==> src/hw/rtl/scc_pkg.sv <==
// Shared constants, types and register codes of the stereo correlation cost block.
// No dependencies; every other file of the block imports this package.
`default_nettype none

package scc_pkg;

    // Item field widths
    localparam int SAMPLE_W = 16;
    localparam int CH_W     = 6;
    localparam int COL_W    = 10;
    localparam int DISP_W   = 5;

    // Configuration register widths
    localparam int CC_W = 7;
    localparam int DC_W = 6;

    // Geometry of the disparity search and the right-sample ring
    localparam int DISP_SLOTS   = 32;
    localparam int MAX_CHANNELS = 64;
    localparam int ROW_W        = $clog2(DISP_SLOTS);
    localparam int ADDR_W       = ROW_W + CH_W;
    localparam int STORE_DEPTH  = DISP_SLOTS * MAX_CHANNELS;

    // Arithmetic widths
    localparam int PROD_W = 2 * SAMPLE_W;
    localparam int SUM_W  = 38;
    localparam int COST_W = 32;
    localparam int REM_W  = CC_W - 1;
    localparam int STEP_W = $clog2(SUM_W);

    // Saturation bounds
    localparam logic signed [SUM_W-1:0]  SUM_MAX  = {1'b0, {(SUM_W-1){1'b1}}};
    localparam logic signed [SUM_W-1:0]  SUM_MIN  = {1'b1, {(SUM_W-1){1'b0}}};
    localparam logic signed [COST_W-1:0] COST_MAX = {1'b0, {(COST_W-1){1'b1}}};
    localparam logic signed [COST_W-1:0] COST_MIN = {1'b1, {(COST_W-1){1'b0}}};

    // Configuration port
    localparam int PADDR_W = 3;
    localparam int PDATA_W = 32;

    typedef enum logic {
        REG_CHANNEL_COUNT   = 1'b0,
        REG_DISPARITY_COUNT = 1'b1
    } reg_index_t;

    // Controls broadcast from the sequencer to every cell
    typedef struct packed {
        logic shift;      // advance the right-sample chain
        logic mul;        // form left times tap
        logic acc;        // add product into the running sum
        logic div_load;   // start division, clear the sum
        logic div_step;   // one restoring division step
        logic finish;     // load the cost into the output chain
        logic out_shift;  // advance the cost chain toward the output
    } cell_ctrl_t;

endpackage

`default_nettype wire

==> src/hw/rtl/scc_cell.sv <==
// One disparity cell: right-sample tap, product, saturating sum, bit-serial
// divider and one stage of the cost output chain. Depends on scc_pkg.
`default_nettype none

module scc_cell
    import scc_pkg::*;
(
    input  logic                       clk,
    input  logic                       rst_n,
    input  cell_ctrl_t                 ctrl,
    input  logic                       active,
    input  logic signed [SAMPLE_W-1:0] left,
    input  logic [CC_W-1:0]            nch,
    input  logic signed [SAMPLE_W-1:0] tap_in,
    output logic signed [SAMPLE_W-1:0] tap_out,
    input  logic signed [COST_W-1:0]   cost_in,
    output logic signed [COST_W-1:0]   cost_out
);

    logic signed [SAMPLE_W-1:0] tap_reg;
    logic signed [PROD_W-1:0]   prod_reg;
    logic signed [SUM_W-1:0]    sum_reg;
    logic signed [SUM_W-1:0]    sum_next;
    logic [SUM_W-1:0]           mag_reg;
    logic [REM_W-1:0]           rem_reg;
    logic                       neg_reg;
    logic signed [COST_W-1:0]   cost_reg;

    logic signed [SUM_W:0]      sum_wide;
    logic signed [SUM_W-1:0]    sum_sat;
    logic [SUM_W-1:0]           sum_u;
    logic [SUM_W-1:0]           sum_mag;
    logic [CC_W-1:0]            trial;
    logic                       trial_ge;
    logic [COST_W-1:0]          quot_low;
    logic                       pos_over;
    logic                       neg_over;
    logic signed [COST_W-1:0]   cost_fin;

    // Add product with one guard bit, clamp to the sum range
    assign sum_wide = (SUM_W+1)'(sum_reg) + (SUM_W+1)'(prod_reg);
    always_comb
    begin
        if (sum_wide[SUM_W] != sum_wide[SUM_W-1])
        begin
            sum_sat = sum_wide[SUM_W] ? SUM_MIN : SUM_MAX;
        end
        else
        begin
            sum_sat = sum_wide[SUM_W-1:0];
        end
    end

    // Clear on division start, accumulate where this disparity is live
    always_comb
    begin
        sum_next = sum_reg;
        priority if (ctrl.div_load)
        begin
            sum_next = '0;
        end
        else if (ctrl.acc && active)
        begin
            sum_next = sum_sat;
        end
    end

    always_ff @(posedge clk or negedge rst_n)
    begin
        if (!rst_n)
        begin
            sum_reg <= '0;
        end
        else
        begin
            sum_reg <= sum_next;
        end
    end

    // Magnitude of the sum; division runs on magnitudes so it truncates toward zero
    assign sum_u   = sum_reg;
    assign sum_mag = sum_reg[SUM_W-1] ? (~sum_u + 1'b1) : sum_u;

    // Restoring step: one quotient bit per cycle
    assign trial    = {rem_reg, mag_reg[SUM_W-1]};
    assign trial_ge = (trial >= nch);

    // Clamp quotient to the cost range, zero where the column is below the disparity
    assign quot_low = mag_reg[COST_W-1:0];
    assign pos_over = |mag_reg[SUM_W-1:COST_W-1];
    assign neg_over = (|mag_reg[SUM_W-1:COST_W]) || (mag_reg[COST_W-1] && (|mag_reg[COST_W-2:0]));
    always_comb
    begin
        if (!active)
        begin
            cost_fin = '0;
        end
        else if (neg_reg)
        begin
            cost_fin = neg_over ? COST_MIN : $signed(~quot_low + 1'b1);
        end
        else
        begin
            cost_fin = pos_over ? COST_MAX : $signed(quot_low);
        end
    end

    // Tap, product, divider and cost stage
    always_ff @(posedge clk)
    begin
        if (ctrl.shift)
        begin
            tap_reg <= tap_in;
        end
        if (ctrl.mul)
        begin
            prod_reg <= PROD_W'(left) * PROD_W'(tap_reg);
        end
        if (ctrl.div_load)
        begin
            mag_reg <= sum_mag;
            neg_reg <= sum_reg[SUM_W-1];
            rem_reg <= '0;
        end
        else if (ctrl.div_step)
        begin
            mag_reg <= {mag_reg[SUM_W-2:0], trial_ge};
            rem_reg <= trial_ge ? REM_W'(trial - nch) : trial[REM_W-1:0];
        end
        if (ctrl.finish)
        begin
            cost_reg <= cost_fin;
        end
        else if (ctrl.out_shift)
        begin
            cost_reg <= cost_in;
        end
    end

    assign tap_out  = tap_reg;
    assign cost_out = cost_reg;

endmodule

`default_nettype wire

==> config.mk <==
export PLATFORM = sky130hd
export DESIGN_NAME = scc_cell
export DESIGN_NICKNAME = d
export VERILOG_FILES = /design/src/hw/rtl/scc_pkg.sv /design/src/hw/rtl/scc_cell.sv
export SDC_FILE = /design/constraint.sdc
export NUM_CORES = 1
export LEC_CHECK = 0
export ABC_AREA = 1
export BUFFER_PORTS_ARGS = -buffer_cell sky130_fd_sc_hd__buf_2
export CAP_MARGIN = 20
export CORE_ASPECT_RATIO = 1.4
export CORE_MARGIN = 3
export CORE_UTILIZATION = 25
export CTS_BUF_LIST = sky130_fd_sc_hd__clkbuf_8
export DETAILED_ROUTE_END_ITERATION = 7
export GPL_TIMING_DRIVEN = 0
export PLACE_DENSITY_LB_ADDON = 0.1
export REMOVE_ABC_BUFFERS = 1
export SLEW_MARGIN = 20
export SYNTH_ARGS = -nofsm -noshare
export SYNTH_HDL_FRONTEND = slang
export SYNTH_SLANG_ARGS = --single-unit
==> constraint.sdc <==
create_clock -name clk -period 12.7 [get_ports clk]
set_input_delay 1.905 -clock clk [delete_from_list [all_inputs] [get_ports clk]]
set_output_delay 1.905 -clock clk [all_outputs]
set_load 0.005 [all_outputs]
* Word level (Yosys, flattened, before mapping)
Cells that the tools add are included.
Word-level totals: bits in registers 163, input bits 81, output and inout bits 48, word-level logic and storage cells 39
Operators by class: add/subtract/negate cells 4, multiply operators 1, magnitude comparators 1, equal/unequal tests 1, mux-type cells 14, bitwise gates (word level) 2, reduce and logical (&&, ||, !) cells 9
Operators with widths (count):
- two-way mux 38 bit | 7
- two-way mux 32 bit | 6
- adder 38 x 32 -> 39 bit | 1
- adder 38 x 1 -> 38 bit, second input constant | 1
- inverter 38 bit | 1
- adder 32 x 1 -> 32 bit, second input constant | 1
- multiplier 16 x 16 -> 32 bit | 1
- inverter 32 bit | 1
- OR reduction 31 bit | 1
- >= comparator 7 bit | 1
- OR reduction 7 bit | 1
- two-way mux 6 bit | 1
- nonzero test 2 bit | 3
- OR reduction 6 bit | 1
- subtractor 6 bit | 1
- logical AND 1 bit | 2
- logical OR 1 bit | 1
- inequality test 1 bit | 1

* Logic depth before layout (Yosys ltp)
depth after elaboration 7, depth in mapped cells 28, depth with buffers taken out 26

* Worst setup path before layout
No wires, ideal clock.
kind input -> register, start point in left[15], end point reg prod_reg[27], data pin, library setup time 0.259 ns, data arrival time 7.141 ns, slack 5.300 ns, stages on the path 21, buffers on the path 1, path through clkbuf_1 > nand2_1 > fa_1 > inv_1 > fa_1 > fa_1 > fa_1 > fa_1 > inv_1 > fa_1 > inv_1 > ha_1 > nand2_1 > nor2_1 > inv_1 > nor2_1 > nand2_1 > o211ai_1 > nand2_1 > nand2_1 > xor2_1
Between the ends: word-level cells in the longest chain between the ends 1
RTL lines:
- start: declaration | line scc_cell.sv:12 | input logic signed [SAMPLE_W-1:0] left,
- multiplier 16 x 16 -> 32 bit | line scc_cell.sv:117 | prod_reg <= PROD_W'(left) * PROD_W'(tap_reg);
- end signal: assignment | line scc_cell.sv:117
- end: declaration | line scc_cell.sv:21 | logic signed [PROD_W-1:0] prod_reg;
No other way between the ends. A chain may end at the register's enable or synchronous reset.

* Worst setup path after layout
start point in left[15], end point reg prod_reg[28], data pin
The elaborated chain is that of the path after synthesis.

==> results.cfg <==
[synth]
synth_most_common_cell = nand2_1
yosys.area.top_type = fa_1
synth.distinct_cells = 56
synth_seq_cells = 163
synth_area_leaders = fa_1, edfxtp_1, nand2_1
synth-edff-count = 119
yosysWarningCount = 0
syn_area_per_cell_um2 = 7.62
synth_commonest_cells = nand2_1, inv_1, fa_1
synth_top_area_share = 0.240
synthFlopType = edfxtp_1
synthArstFlopShare = 0.233
yosysSeqAreaShare = 0.211
netlist_instances = 2889
synth_area_um2 = 22000

[place]
dp_hpwl_um = 57300
numPortBuffers = 128
gp_congestion = 0.946

[worst_setup_path]
critPathKind = in -> reg
cp-start-kind = input port
worst-path-max-fanout = 16
cp-end-kind = flop
crit_arrival_ns = 7.95
worst_ep_required_time_ns = 13.00

[floorplanning]
floorplan.die_area_um2 = 91700
die_w_um = 257
core_region_area_um2 = 87100
die_h_um = 357
ios = 129
initial_core_util = 0.253
rows = 128

[clocking]
clockBufferDepth = 2
htree_levels = 4
postCtsResizedCells = 0
postCtsSetupBuffers = 0
root_buffer = clkbuf_8
cts_tree = yes
holdBufCountCts = 0
cts_buffers = 17
cts.sinks = 163
insertion_delay_ns = 0.58
clk_pin_slew_ns = 0.11

[run_status]
status = finished clean

[grt]
antenna_found_initial = 1
grt_usage = 0.151
first_global_vias = 20106
grt_pass1_wl_um = 108000
grt-ovfl-total = 0
grt_max_degree = 48

[sta]
tns_ns = 0
slew_headroom = 0.289
fin_worst_skew_ns = 0.0358
post-route-period-util = 0.603
tightest_slew_ns = 1.07
grt_setup_unrepaired = false
fmax_mhz = 131
slew_viol_final = 0
min_period_ns = 7.66
hold_viol = 0
setup_violations = 0

[hold_path]
hp-class = reg -> reg

[drt]
firstDrtPassIters = 5
drt_iter0_drc = 688
routed-via-count = 17981
drc_errors = 0
via_per_inst = 4.36
wl_per_cell_um = 16.2
ant_nets = 0
postRouteWirelength_um = 67000

[cells_and_area]
drive_gt1_frac = 0.0768
seq_area_um2 = 4640
nets = 3417
nFillCells = 9690
areaGrowthSynthToFinish_pct = 9.83
final_util = 0.278
multi_input_area_um2 = 14500

[run]
maxCapViolCount = 0
-- cells by family (layout without fill, tap and decap cells) --
group / after synthesis / after routing / share of synthesized area
xor gates and xnor gates: 107 / 107 / 0.0426
adders and majority gates: 393 / 393 / 0.313
AOI/OAI and AO/OA: 265 / 265 / 0.0694
DFF: 163 / 163 / 0.211
and+or+nand+nor: 1222 / 1222 / 0.234
other: 0 / 2 / 0
buffers and inverters: 739 / 806 / 0.130
-- per-stage QoR --
step	setup slack, ns	instance area [um2]	hold WS [ns]	cells
after floorplan	5.61	21600	0.454	2793
final	5.04	24200	0.494	4128
after CTS	4.98	24100	0.506	4125
after detailed placement	4.34	23700	0.489	4093
after global placement	4.38	23700	0.484	4091
after global routing	4.66	24200	0.539	4128
-- per-layer routing --
layer,track usage,wire length (um),up-vias
met3,0.0158,1620,112
met4,0.0624,2560,0
met1,0.153,25000,8630
met2,0.309,37800,307
li1,-,-,8932
met5,0,0,-
-- critical path: stages --
cell and delay, ns:
buf_2 0.33, nand2_1 0.19, fa_1 0.62, inv_1 0.07, fa_1 0.98, fa_1 0.52
fa_1 0.49, fa_1 0.55, inv_1 0.05, fa_1 0.53, inv_1 0.04, ha_1 0.40
nand2_1 0.14, nor2_1 0.16, inv_1 0.11, nor3_1 0.35, o21ai_0 0.18, nand3_1 0.22
xor2_1 0.09
-- path summary, 6_finish.rpt --
path                            start           end  slack [ns]  cells after the start
max in group asynchronous       rst_n    sum_reg[0]       10.66                      1
hold / removal             rem_reg[5]    rem_reg[5]        0.49                      2
hold reg to reg            rem_reg[5]    rem_reg[5]        0.49                      2
min in group asynchronous       rst_n   sum_reg[35]        1.46                      1
setup reg to reg           tap_out[4]  prod_reg[28]        5.74                     18
setup / recovery             left[15]  prod_reg[28]        5.04                     19
-- layout by cell type, fill, tap and decap left out, drive strengths merged, types with 7 or more instances in the layout --
master	instances
o21bai	14
a21oi	89
inv	651
or2	13
xnor2	39
xor2	68
nand2	800
nor3	27
nor4	7
edfxtp	119
ha	129
o22ai	9
nor2	199
dfrtp	38
a31oi	7
clkbuf	17
buf	131
nand3	131
o21ai	106
nand3b	11
o211ai	11
fa	264
nand4	30
-- final cells by class --
class                           count  area share
Multi-Input combinational cell   1987       0.601
Antenna cell                        2    0.000207
Timing Repair Buffer              131      0.0296
Tap cell                         1170      0.0605
Sequential cell                   163       0.192
Clock buffer                       17     0.00968
Clock inverter                     15     0.00699
Inverter                          643      0.0998
Power is left out: the tool's default activity adds up to more than one toggle a clock period on the data nets, which glitch-free logic cannot reach.
